===== src/hdl/imsq_pkg.sv =====
// ----------------------------------------------------------------------------
// imsq_pkg: shared types and constants of the immediate sequencer
// Result word layout, per-stage payload structs and small helpers.
// ----------------------------------------------------------------------------
`default_nettype none

package imsq_pkg;

  typedef enum logic [2:0] {
    KIND_MOV  = 3'd0,
    KIND_MOVZ = 3'd1,
    KIND_MOVN = 3'd2,
    KIND_MOVK = 3'd3,
    KIND_BFM  = 3'd4
  } kind_t;

  localparam logic [15:0] CHUNK_ONES = 16'hFFFF;
  localparam logic [5:0]  BFM_SHIFT  = 6'd32;
  localparam int          MAX_RESULTS = 4;

  // One emitted instruction.
  typedef struct packed {
    kind_t       kind;
    logic [4:0]  dest_reg;
    logic [63:0] operand;
    logic [5:0]  shift;
    logic        last;
  } result_t;

  // Item fields and precomputed flags that ride along the test stages.
  typedef struct packed {
    logic [4:0]  dest_reg;
    logic [63:0] value;
    logic        is_64bit;
    logic        wide;      // move-wide or inverted move-wide fits
    logic        trivial;   // replicated pattern is all zeros or all ones
    logic [3:0]  chunk_zero;
    logic [3:0]  chunk_ones;
    logic        halves_eq;
  } carry_t;

  // Complete instruction run of one item.
  typedef struct packed {
    result_t [MAX_RESULTS-1:0] ent;
    logic [2:0]                cnt;
  } plan_t;

  function automatic logic at_most_one(input logic [3:0] b);
    return (b & (b - 4'd1)) == 4'd0;
  endfunction

endpackage

`default_nettype wire


===== src/hdl/imsq_classify.sv =====
// ----------------------------------------------------------------------------
// imsq_classify: immediate classification pipeline
// Three register stages: move-wide and rotation tests, bitmask element
// extraction, and the run-of-ones addition of the bitmask rule.
// ----------------------------------------------------------------------------
`default_nettype none

module imsq_classify (
  input  wire logic            clk,
  input  wire logic            rst,
  input  wire logic            in_valid,
  output logic                 in_ready,
  input  wire logic [4:0]      in_reg,
  input  wire logic [63:0]     in_value,
  input  wire logic            in_is_64bit,
  output logic                 out_valid,
  input  wire logic            out_ready,
  output imsq_pkg::carry_t     out_carry,
  output logic [63:0]          out_sum
);
  import imsq_pkg::*;

  logic        s1_valid, s2_valid, s3_valid;
  logic        en1, en2, en3;
  carry_t      s1_carry, s2_carry, s3_carry;
  logic [63:0] s1_x, s1_mask;
  logic [63:0] s2_elt, s2_low;
  logic [63:0] s3_sum;

  carry_t      c_next;
  logic [63:0] x_next, mask_next;
  logic [3:0]  cz, co;
  logic        eq32, eq16, eq8, eq4, eq2;
  logic [63:0] elt_raw, elt_next, low_next;

  assign en3      = !s3_valid || out_ready;
  assign en2      = !s2_valid || en3;
  assign en1      = !s1_valid || en2;
  assign in_ready = en1;

  // Stage 1 tests.
  always_comb begin
    for (int i = 0; i < 4; i++) begin
      cz[i] = in_value[16*i +: 16] == 16'd0;
      co[i] = in_value[16*i +: 16] == CHUNK_ONES;
    end
    x_next = in_is_64bit ? in_value : {in_value[31:0], in_value[31:0]};
    eq32 = {x_next[31:0], x_next[63:32]} == x_next;
    eq16 = {x_next[15:0], x_next[63:16]} == x_next;
    eq8  = {x_next[7:0],  x_next[63:8]}  == x_next;
    eq4  = {x_next[3:0],  x_next[63:4]}  == x_next;
    eq2  = {x_next[1:0],  x_next[63:2]}  == x_next;
    // The element size halves only while every coarser rotation matched.
    if (!eq32)      mask_next = '1;
    else if (!eq16) mask_next = 64'h0000_0000_FFFF_FFFF;
    else if (!eq8)  mask_next = 64'h0000_0000_0000_FFFF;
    else if (!eq4)  mask_next = 64'h0000_0000_0000_00FF;
    else if (!eq2)  mask_next = 64'h0000_0000_0000_000F;
    else            mask_next = 64'h0000_0000_0000_0003;

    c_next.dest_reg   = in_reg;
    c_next.value      = in_value;
    c_next.is_64bit   = in_is_64bit;
    c_next.chunk_zero = cz;
    c_next.chunk_ones = co;
    c_next.halves_eq  = in_value[31:0] == in_value[63:32];
    c_next.trivial    = (x_next == 64'd0) || (x_next == '1);
    if (in_is_64bit)
      c_next.wide = at_most_one(~cz) || at_most_one(~co);
    else
      c_next.wide = cz[0] || cz[1] || co[0] || co[1];
  end

  // Stage 2: element with its low run moved to the bottom.
  always_comb begin
    elt_raw  = s1_x & s1_mask;
    elt_next = elt_raw[0] ? (~elt_raw & s1_mask) : elt_raw;
    low_next = elt_next & (64'd0 - elt_next);
  end

  always_ff @(posedge clk) begin
    if (rst) begin
      s1_valid <= 1'b0;
      s2_valid <= 1'b0;
      s3_valid <= 1'b0;
    end else begin
      if (en1) s1_valid <= in_valid;
      if (en2) s2_valid <= s1_valid;
      if (en3) s3_valid <= s2_valid;
    end
  end

  always_ff @(posedge clk) begin
    if (en1) begin
      s1_carry <= c_next;
      s1_x     <= x_next;
      s1_mask  <= mask_next;
    end
    if (en2) begin
      s2_carry <= s1_carry;
      s2_elt   <= elt_next;
      s2_low   <= low_next;
    end
    if (en3) begin
      s3_carry <= s2_carry;
      s3_sum   <= s2_elt + s2_low;
    end
  end

  assign out_valid = s3_valid;
  assign out_carry = s3_carry;
  assign out_sum   = s3_sum;

endmodule

`default_nettype wire


===== src/hdl/imsq_plan.sv =====
// ----------------------------------------------------------------------------
// imsq_plan: instruction run builder
// Finishes the bitmask test and lays out the whole run of one item in a
// register stage of up to four result words.
// ----------------------------------------------------------------------------
`default_nettype none

module imsq_plan (
  input  wire logic              clk,
  input  wire logic              rst,
  input  wire logic              in_valid,
  output logic                   in_ready,
  input  imsq_pkg::carry_t       in_carry,
  input  wire logic [63:0]       in_sum,
  output logic                   out_valid,
  input  wire logic              out_ready,
  output imsq_pkg::plan_t        out_plan
);
  import imsq_pkg::*;

  logic   pvalid;
  plan_t  plan;
  plan_t  plan_next;
  logic   en;
  logic   mask_fit, fit;
  logic   use_z, skip, emit;
  logic [2:0] zeros, ones, n, chunks;
  logic [15:0] chunk;
  result_t r;

  assign en       = !pvalid || out_ready;
  assign in_ready = en;

  always_comb begin
    mask_fit = !in_carry.trivial && ((in_sum & (in_sum - 64'd1)) == 64'd0);
    fit      = in_carry.wide || mask_fit;
    zeros    = 3'($countones(in_carry.chunk_zero));
    ones     = 3'($countones(in_carry.chunk_ones & ~in_carry.chunk_zero));
    use_z    = zeros >= ones;
    chunks   = in_carry.halves_eq ? 3'd2 : 3'd4;
    plan_next = '0;
    n = 3'd0;
    r = '0;
    r.dest_reg = in_carry.dest_reg;
    chunk = 16'd0;
    skip = 1'b0;
    emit = 1'b0;
    if (fit) begin
      r.kind    = KIND_MOV;
      r.operand = in_carry.value;
      plan_next.ent[0] = r;
      n = 3'd1;
    end else if (!in_carry.is_64bit) begin
      r.kind    = KIND_MOV;
      r.operand = {48'd0, in_carry.value[15:0]};
      plan_next.ent[0] = r;
      r.kind    = KIND_MOVK;
      r.operand = {48'd0, in_carry.value[31:16]};
      r.shift   = 6'd16;
      plan_next.ent[1] = r;
      n = 3'd2;
    end else begin
      for (int i = 0; i < 4; i++) begin
        chunk = in_carry.value[16*i +: 16];
        skip  = use_z ? in_carry.chunk_zero[i] : in_carry.chunk_ones[i];
        emit  = (3'(i) < chunks) && !skip;
        if (emit) begin
          r.shift = 6'(16 * i);
          if (n != 3'd0) begin
            r.kind    = KIND_MOVK;
            r.operand = {48'd0, chunk};
          end else if (use_z) begin
            r.kind    = KIND_MOVZ;
            r.operand = {48'd0, chunk};
          end else begin
            r.kind    = KIND_MOVN;
            r.operand = {48'd0, ~chunk};
          end
          plan_next.ent[n[1:0]] = r;
          n = n + 3'd1;
        end
      end
      if (in_carry.halves_eq) begin
        r.kind    = KIND_BFM;
        r.operand = 64'd0;
        r.shift   = BFM_SHIFT;
        plan_next.ent[n[1:0]] = r;
        n = n + 3'd1;
      end
    end
    for (int j = 0; j < MAX_RESULTS; j++)
      plan_next.ent[j].last = (n != 3'd0) && (3'(j) == n - 3'd1);
    plan_next.cnt = n;
  end

  always_ff @(posedge clk) begin
    if (rst) begin
      pvalid <= 1'b0;
    end else if (en) begin
      // An empty run produces no words at all.
      pvalid <= in_valid && (plan_next.cnt != 3'd0);
    end
  end

  always_ff @(posedge clk) begin
    if (en) plan <= plan_next;
  end

  assign out_valid = pvalid;
  assign out_plan  = plan;

endmodule

`default_nettype wire


===== src/hdl/imsq_emit.sv =====
// ----------------------------------------------------------------------------
// imsq_emit: result serializer
// Holds one planned run and sends its words one per cycle, unless stalled,
// through an output register; the next run is taken as the last word leaves.
// ----------------------------------------------------------------------------
`default_nettype none

module imsq_emit (
  input  wire logic              clk,
  input  wire logic              rst,
  input  wire logic              in_valid,
  output logic                   in_ready,
  input  imsq_pkg::plan_t        in_plan,
  output logic                   out_valid,
  input  wire logic              out_ready,
  output imsq_pkg::result_t      out_word
);
  import imsq_pkg::*;

  logic    bvalid;
  plan_t   hold;
  logic [1:0] idx;
  logic    ovalid;
  result_t oword;
  logic    load_o, take, done;

  assign load_o   = !ovalid || out_ready;
  assign take     = bvalid && load_o;
  assign done     = take && (idx == 2'(hold.cnt - 3'd1));
  assign in_ready = !bvalid || done;

  always_ff @(posedge clk) begin
    if (rst) begin
      bvalid <= 1'b0;
      ovalid <= 1'b0;
      idx    <= 2'd0;
    end else begin
      if (in_ready) bvalid <= in_valid;
      if (load_o)   ovalid <= bvalid;
      if (done)      idx <= 2'd0;
      else if (take) idx <= idx + 2'd1;
    end
  end

  always_ff @(posedge clk) begin
    if (in_ready && in_valid) hold <= in_plan;
    if (take) oword <= hold.ent[idx];
  end

  assign out_valid = ovalid;
  assign out_word  = oword;

endmodule

`default_nettype wire


===== src/hdl/immediate_materialization_sequencer_top.sv =====
// ----------------------------------------------------------------------------
// immediate_materialization_sequencer_top: AArch64 immediate load sequencer
// Turns a register, a 64-bit immediate and an operand size into the run
// of move instructions that loads the immediate.
// ----------------------------------------------------------------------------
// Usage:
//   Input words arrive on s_tvalid/s_tready/s_tdata/s_tuser, one immediate
//   per word, with the operand size flag on s_tuser.
//   Each input word yields a run of one to four result words on
//   m_tvalid/m_tready/m_tdata/m_tuser, with the instruction kind on m_tuser
//   and m_tlast set on the final word of a run.
//   From input acceptance to the first result word an item passes
//   three classification stages, the run builder, the run buffer and the
//   output register. Result words leave at one per cycle while m_tready is
//   high, on the single result channel. A new input word is accepted every
//   cycle while the pipeline has room.
//   Reset (rst, synchronous) empties every stage; no word is in flight.
//   When the receiver holds m_tready low the output word stays put, the
//   stages fill up behind it and s_tready drops once all are occupied.
//   Nothing is dropped or repeated across a stall.
// ----------------------------------------------------------------------------
`default_nettype none

module immediate_materialization_sequencer_top (
  input  wire logic        clk,
  input  wire logic        rst,
  input  wire logic        s_tvalid,
  output logic             s_tready,
  // [4:0] target_register, [68:5] value, [71:69] zero
  input  wire logic [71:0] s_tdata,
  // [0] is_64bit
  input  wire logic        s_tuser,
  output logic             m_tvalid,
  input  wire logic        m_tready,
  // [4:0] dest_reg, [68:5] operand, [74:69] shift, [79:75] zero
  output logic [79:0]      m_tdata,
  // [2:0] kind
  output logic [2:0]       m_tuser,
  output logic             m_tlast
);
  import imsq_pkg::*;

  logic        cls_valid, cls_ready;
  carry_t      cls_carry;
  logic [63:0] cls_sum;
  logic        plan_valid, plan_ready;
  plan_t       plan;
  result_t     word;

  imsq_classify u_classify (
    .clk         (clk),
    .rst         (rst),
    .in_valid    (s_tvalid),
    .in_ready    (s_tready),
    .in_reg      (s_tdata[4:0]),
    .in_value    (s_tdata[68:5]),
    .in_is_64bit (s_tuser),
    .out_valid   (cls_valid),
    .out_ready   (cls_ready),
    .out_carry   (cls_carry),
    .out_sum     (cls_sum)
  );

  imsq_plan u_plan (
    .clk       (clk),
    .rst       (rst),
    .in_valid  (cls_valid),
    .in_ready  (cls_ready),
    .in_carry  (cls_carry),
    .in_sum    (cls_sum),
    .out_valid (plan_valid),
    .out_ready (plan_ready),
    .out_plan  (plan)
  );

  imsq_emit u_emit (
    .clk       (clk),
    .rst       (rst),
    .in_valid  (plan_valid),
    .in_ready  (plan_ready),
    .in_plan   (plan),
    .out_valid (m_tvalid),
    .out_ready (m_tready),
    .out_word  (word)
  );

  assign m_tdata = {5'b00000, word.shift, word.operand, word.dest_reg};
  assign m_tuser = word.kind;
  assign m_tlast = word.last;

endmodule

`default_nettype wire


===== config.mk =====
export PLATFORM = sky130hd
export DESIGN_NAME = immediate_materialization_sequencer_top
export DESIGN_NICKNAME = d
export VERILOG_FILES = /design/src/hdl/imsq_pkg.sv /design/src/hdl/imsq_classify.sv /design/src/hdl/imsq_plan.sv /design/src/hdl/imsq_emit.sv /design/src/hdl/immediate_materialization_sequencer_top.sv
export SDC_FILE = /design/constraint.sdc
export NUM_CORES = 1
export LEC_CHECK = 0
export ABC_AREA = 1
export CAP_MARGIN = 20
export CORE_MARGIN = 2
export CORE_UTILIZATION = 60
export DETAILED_ROUTE_END_ITERATION = 7
export DONT_BUFFER_PORTS = 1
export HOLD_SLACK_MARGIN = 0.12
export PLACE_DENSITY = 0.76
export SLEW_MARGIN = 10
export SYNTH_ARGS = -nofsm -noshare
export SYNTH_HDL_FRONTEND = slang
export SYNTH_SLANG_ARGS = --single-unit

===== constraint.sdc =====
create_clock -name clk -period 15 [get_ports clk]
set_input_delay 3 -clock clk [delete_from_list [all_inputs] [get_ports clk]]
set_output_delay 3 -clock clk [all_outputs]
set_load 0.02 [all_outputs]

==> out/metrics.csv, run 1 <==
metric,value,unit
status,finished clean,
RSZ-0062 raised after global routing,false,
Final Hold Viols,0,
Avg Inst Size Synth,9.845,sq um
crit-path max FO,71,
"Area growth, synth to finish",9.035,%
Syn. warnings,0,
crit path capture type,output pin,
boundary pin count,163,
GRT Overall Usage,0.3308,
HPWL Detailed,88440,um
CTS max path bufs,3,
GPL Wtd Cong,0.9693,
Clock Latency Late Sink,660,ps
cell count after placement,5220,
Die H,271.7,um
htree depth,3,
WL/cell,22.74,um
"non-filler cells, final",5377,
worst flop-to-flop path startpoint,u_classify.out_carry[7],
"most common cell after layout, fill and taps aside",nand2_1,
Power Total,0.005390,W
final worst slack,6053,ps
fin crit share,0.5965,
Clock Sinks,866,
"Async S/R FF share, synth",0,
DIE AREA,0.07385,sq mm
fmax,111.8,MHz
worst endpoint required time,12000,ps
register area share after synthesis,0.6027,
diodes inserted,0,
Setup crit start,m_tready,
core footprint,0.07124,sq mm
Rel. slew slack,0.2523,
CP arrival,5950,ps
share of layout cells above drive strength 1,0.06234,
Via density,5.942,
worst reg-to-reg setup slack,7770,ps
Setup Crit Path Kind,input port to output pin,
Critical path destination,s_tready,
path depth of the worst reg2reg path,33,
Post-Place Worst Slack,6107,ps
Buffers on Ports,0,
WL final,122300,um
final setup violation count,0,
Synth cell types,58,
max-slew violations,0,
first-pass GRT wire length,183300,um
drt first pass iters,7,
GR peak layer,met2,
Power Dens Cells,114.9,mW/mm^2
postcts setup bufs,0,
vias in the first global route,30390,
CTS tree,built,
most frequent cells in the layout,"nand2_1 (862), edfxtp_1 (858), nor2_1 (698)",
# nets final,4525,
worst flop-to-flop path endpoint,u_plan.out_plan[93],
post-CTS sizing,0,
root buf cell,clkbuf_16,
Die X,271.7,um
Multi-input gate area,0.01473,sq mm
post-synthesis register bit count,866,
Reg area,0.02592,sq mm
row cnt,98,
initial antenna violation count,1,
end-of-flow core utilization,0.6583,
Mapped Cells,4369,
Starting Density,0.6038,
P_leak,19.29,nW
largest net degree at the start of global routing,115,
Final ANT Viol Nets,0,
met2 usage,0.5060,
crit path launch type,input port,
final period demand of the worst path,8947,ps
CTS Hold Buffers Added,0,
Starting DRT DRC Count,4007,
top_reg_cell synth,edfxtp_1,
M1 GR Usage,0.4641,
CTS Buf Count,87,
Mapped Area,0.04301,sq mm
drt drc,0,
total gr overflow,0,
worst-margin pin slew,1115,ps
hold crit path type,flip-flop to flip-flop,
Post-synth EDFFs,858,
TNS Setup,0,ps
clock-pin slew on the worst setup and hold paths,70,ps
met3 usage,0.07342,
maxcap violations,0,
worst vdd ir,0.1984,mV
worst clock skew,53.95,ps
Filler Cell Count,5538,
Vias,31950,
==> metal layers <==
metal  part of all wire  up-vias  routed length, um
met2               0.44     1686              54320
met1               0.41    15020              50220
met5            0.00016        -                 20
met4              0.043        2               5212
li1                   -    14940                  -
met3               0.10      308              12490
==> area by class of cell <==
class,instances,share of cell area
clock buffers,99,0.04805
multi-input cells,2914,0.3142
flip-flops and latches,866,0.5528
repair buffers,46,0.008644
inverters,447,0.03604
clock inverters,55,0.01497
well taps,950,0.02534
==> through the flow <==
step / area (sq um) / hold slack, ps
2_1_floorplan: 43040 / 400.3
3_3_place_gp: 43850 / 400.5
3_5_place_dp: 43850 / 404.5
4_1_cts: 46810 / 406.1
5_1_grt: 46900 / 402.0
6_report: 46900 / 406.5
==> how the worst min path moves through the flow <==
stage | startpoint | endpoint | slack (ps) | cells after the start
after floorplan | u_classify.s2_carry[0] | u_classify.out_carry[0] | 400 | 0
after global placement | u_classify.s2_carry[28] | u_classify.out_carry[28] | 400 | 0
after detailed placement | u_classify.s2_carry[16] | u_classify.out_carry[16] | 400 | 0
after CTS | u_plan.out_plan[66] | u_emit.hold[66] | 410 | 0
after global routing | u_classify.s1_carry[64] | u_classify.s2_carry[64] | 400 | 0
final | u_classify.s2_carry[76] | u_classify.out_carry[76] | 410 | 0
==> cells in the mapped netlist (7+ instances only) <==
master     instances  share of area
o2111ai_1         10         0.0020
dfxtp_1            8         0.0037
o21ai_1           21         0.0024
edfxtp_1         858           0.60
nand3_1          143          0.017
nor4_1            62         0.0090
nand4_1           72          0.010
nand2_1          864          0.075
nor2_2            48         0.0070
clkbuf_1          85         0.0074
a21o_1             7         0.0012
xnor2_1           38         0.0077
o211ai_1          32         0.0056
a22oi_1           16         0.0028
nand2_2            7         0.0010
o21bai_1           9         0.0016
nor3_1            74         0.0086
xor2_1           134          0.027
buf_4             25         0.0044
or2_2             17         0.0025
nor2_1           700          0.061
o22ai_1           57         0.0083
inv_1            442          0.039
ha_1              83          0.024
buf_6              7         0.0018
a21oi_1          169          0.020
o21ai_0          255          0.030
o21a_1            12         0.0021
a31oi_1           15         0.0022
buf_2             27         0.0031
==> power breakdown <==
group | internal [W] | switching [W] | leakage [nW]
clock | 0.00127 | 0.000935 | 1.42
combinational | 0.000114 | 0.000264 | 8.70
sequential | 0.00275 | 0.0000582 | 9.17
total | 0.00413 | 0.00126 | 19.3
==> logic make-up after synthesis <==
kind of cell	share of synthesized area
adder cells (fa/ha/maj)	0.02554
AO/OA/AOI/OAI	0.08389
XOR/XNOR	0.03502
other	0.00008718
buffers and inverters	0.05629
flip-flops	0.6027
AND/OR/NAND/NOR	0.1964
==> critical path, cell delays in order <==
cell	delay, ps
inv_1	30
nand2_1	50
nand2_1	190
a21oi_1	70
o211ai_1	220
nand2_1	130
nor2_1	420
nand2_4	610
nor2_1	680
nand2_4	490
==> registers in the layout (all words and copies together) (netlist names) <==
signal	count
u_classify.out_carry	81
u_classify.out_sum	62
u_classify.out_valid	1
u_classify.s1_carry	49
u_classify.s1_mask	5
u_classify.s1_valid	1
u_classify.s1_x	64
u_classify.s2_carry	81
u_classify.s2_elt	62
u_classify.s2_low	63
u_classify.s2_valid	1
u_emit.bvalid	1
u_emit.hold	158
u_emit.idx	2
u_emit.out_valid	1
u_emit.out_word	75
u_plan.out_plan	158
u_plan.out_valid	1
Note: power is estimated with default switching activity, not from simulation.
==> run 2: changes to the inputs <==
--- a/config.mk
+++ b/config.mk
@@ -5,7 +5,7 @@
 export SDC_FILE = /design/constraint.sdc
 export NUM_CORES = 1
 export LEC_CHECK = 0
-export ABC_AREA = 1
+export ABC_AREA = 0
 export CAP_MARGIN = 20
 export CORE_MARGIN = 2
 export CORE_UTILIZATION = 60
==> constraint.sdc (replaced) <==
create_clock -name clk -period 8.47 [get_ports clk]
set_input_delay 1.694 -clock clk [delete_from_list [all_inputs] [get_ports clk]]
set_output_delay 1.694 -clock clk [all_outputs]
set_load 0.02 [all_outputs]
==> out/metrics.csv, run 2 <==
metric,value,unit
CTS tree,built,
RSZ-0062 raised after global routing,false,
Finished Cell Area,0.04367,sq mm
WL final,98290,um
CTS Buf Count,87,
Starting Density,0.6083,
crit-path max FO,41,
Syn. warnings,0,
TNS Setup,0,ps
total gr overflow,0,
Crit path max-delay family,adder cells,
first-pass GRT wire length,147800,um
Starting DRT DRC Count,2679,
Post-synth EDFFs,858,
P_leak,16.36,nW
boundary pin count,163,
"non-filler cells, final",3963,
CP arrival,7610,ps
met3 usage,0.05116,
worst endpoint required time,8850,ps
htree depth,3,
Yosys top cell by area,edfxtp_1,
"Area growth, synth to finish",8.804,%
crit path launch type,flip-flop,
top_reg_cell synth,edfxtp_1,
Synth cell types,88,
maxcap violations,0,
core footprint,0.06598,sq mm
GRT Overall Usage,0.2826,
GPL Wtd Cong,0.9339,
post-CTS sizing,0,
initial antenna violation count,7,
HPWL Detailed,70360,um
Clock Sinks,866,
Clock Latency Late Sink,640,ps
Multi-input gate area,0.01320,sq mm
Die H,262.6,um
final setup violation count,0,
postcts setup bufs,0,
dpl cell area,0.04088,sq mm
worst clock skew,29.27,ps
Power Dens Cells,212.0,mW/mm^2
"Slowest-stage cell, CP",edfxtp_1,
Vias,25250,
area share of the largest cell type after synthesis,0.6419,
most frequent cells in the layout,"edfxtp_1 (858), nor2_1 (207), nand2_1 (176)",
CP bufs+invs,4,
vias in the first global route,24100,
Buffers on Ports,0,
root buf cell,clkbuf_16,
M1 GR Usage,0.3886,
most frequent CP cell,ha_1,
Final Hold Viols,0,
Mapped Area,0.04014,sq mm
clock-pin slew on the worst setup and hold paths,60,ps
"Async S/R FF share, synth",0,
Filler Cell Count,4651,
status,finished clean,
CTS Hold Buffers Added,0,
# nets final,3190,
final period demand of the worst path,7233,ps
fmax,138.3,MHz
DIE AREA,0.06898,sq mm
"most common cell after layout, fill and taps aside",edfxtp_1,
Final ANT Viol Nets,0,
cell count after placement,3800,
Rel. slew slack,0.2528,
"Cell Chain, Critical Path","nor2b_1, ha_1, ha_1, inv_1, fa_1, ha_1, a21o_1, a21oi_2, buf_4, mux2i_1, inv_1, ha_1, xnor2_1, inv_1, ha_1, nand2_1, o21ai_0, ha_1, nand2_1, and2_0, nand4_1, o21a_1",
WL/cell,24.80,um
Die X,262.6,um
GR peak layer,met2,
crit path capture type,flip-flop,
"Largest stage delay, worst path",780,ps
Avg Inst Size Synth,13.15,sq um
worst hold slack,405.9,ps
worst-margin pin slew,1117,ps
fin crit share,0.8539,
Mapped Cells,3053,
row cnt,94,
met2 usage,0.4727,
drt first pass iters,6,
Via density,6.371,
drt drc,0,
post-synthesis register bit count,866,
worst vdd ir,0.1980,mV
Reg area,0.02593,sq mm
max-slew violations,0,
"top cells by area, synth","edfxtp_1 (64%), xor2_1 (2.9%), ha_1 (2.6%), xnor2_1 (2.1%), and2_1 (2.1%)",
commonest cells in the netlist,"edfxtp_1 (858), nor2_1 (207), nand2_1 (178), a21oi_1 (149), and2_1 (132)",
CTS max path bufs,3,
register area share after synthesis,0.6459,
largest net degree at the start of global routing,159,
most frequent cell after synthesis,edfxtp_1,
hold crit path type,flip-flop to flip-flop,
share of layout cells above drive strength 1,0.07747,
Setup Crit Path Kind,flip-flop to flip-flop,
## run 2: per-layer routing
layer	routed length [um]	part of all wire
met1	40710	0.41
met2	48280	0.49
met3	7338	0.075
met4	1911	0.019
met5	49	0.00050
## run 2: path summary, 6_finish.rpt
check | cells after the start | start | end | slack (ps)
min | 0 | u_classify.s1_carry[7] | u_classify.s2_carry[7] | 410
max | 22 | u_classify.out_carry[1] | u_plan.out_plan[76] | 1240
min reg2reg | 0 | u_classify.s1_carry[7] | u_classify.s2_carry[7] | 410
max reg2reg | 22 | u_classify.out_carry[1] | u_plan.out_plan[76] | 1240
## run 2: cell type report
class	instances	area share
sequential	866	0.5937
multi-input combinational	1924	0.3023
clock buffer	108	0.05235
tap	864	0.02476
clock inverter	52	0.01094
inverter	117	0.01011
timing repair buffer	31	0.005788
antenna	1	0.00005730
## run 2: logic make-up after synthesis
group                      count (synthesis)  share of synthesized area
DFF                                      866                     0.6459
muxes                                     83                    0.02983
other                                      1                 0.00009343
xor gates and xnor gates                 228                    0.04975
AOI/OAI and AO/OA                        535                    0.09050
and+or+nand+nor                          979                     0.1280
adders and majority gates                 90                    0.02840
buffers and inverters                    271                    0.02750
## run 2: power breakdown
part	switching (W)	internal [W]	total, W
registers	0.000128	0.00489	0.00501
clock network	0.00160	0.00209	0.00370
logic	0.000333	0.000213	0.000546
## run 2: stage by stage
step / worst slack, ps / utilization / total power, W
detailed placement: 1372 / 0.6196 / 0.005640
finish: 1237 / 0.6619 / 0.009256
CTS: 1314 / 0.6615 / 0.009302
global route: 763.0 / 0.6618 / 0.009534
floorplan: -39.93 / - / 0.005470
global placement: 1511 / 0.6196 / 0.005622
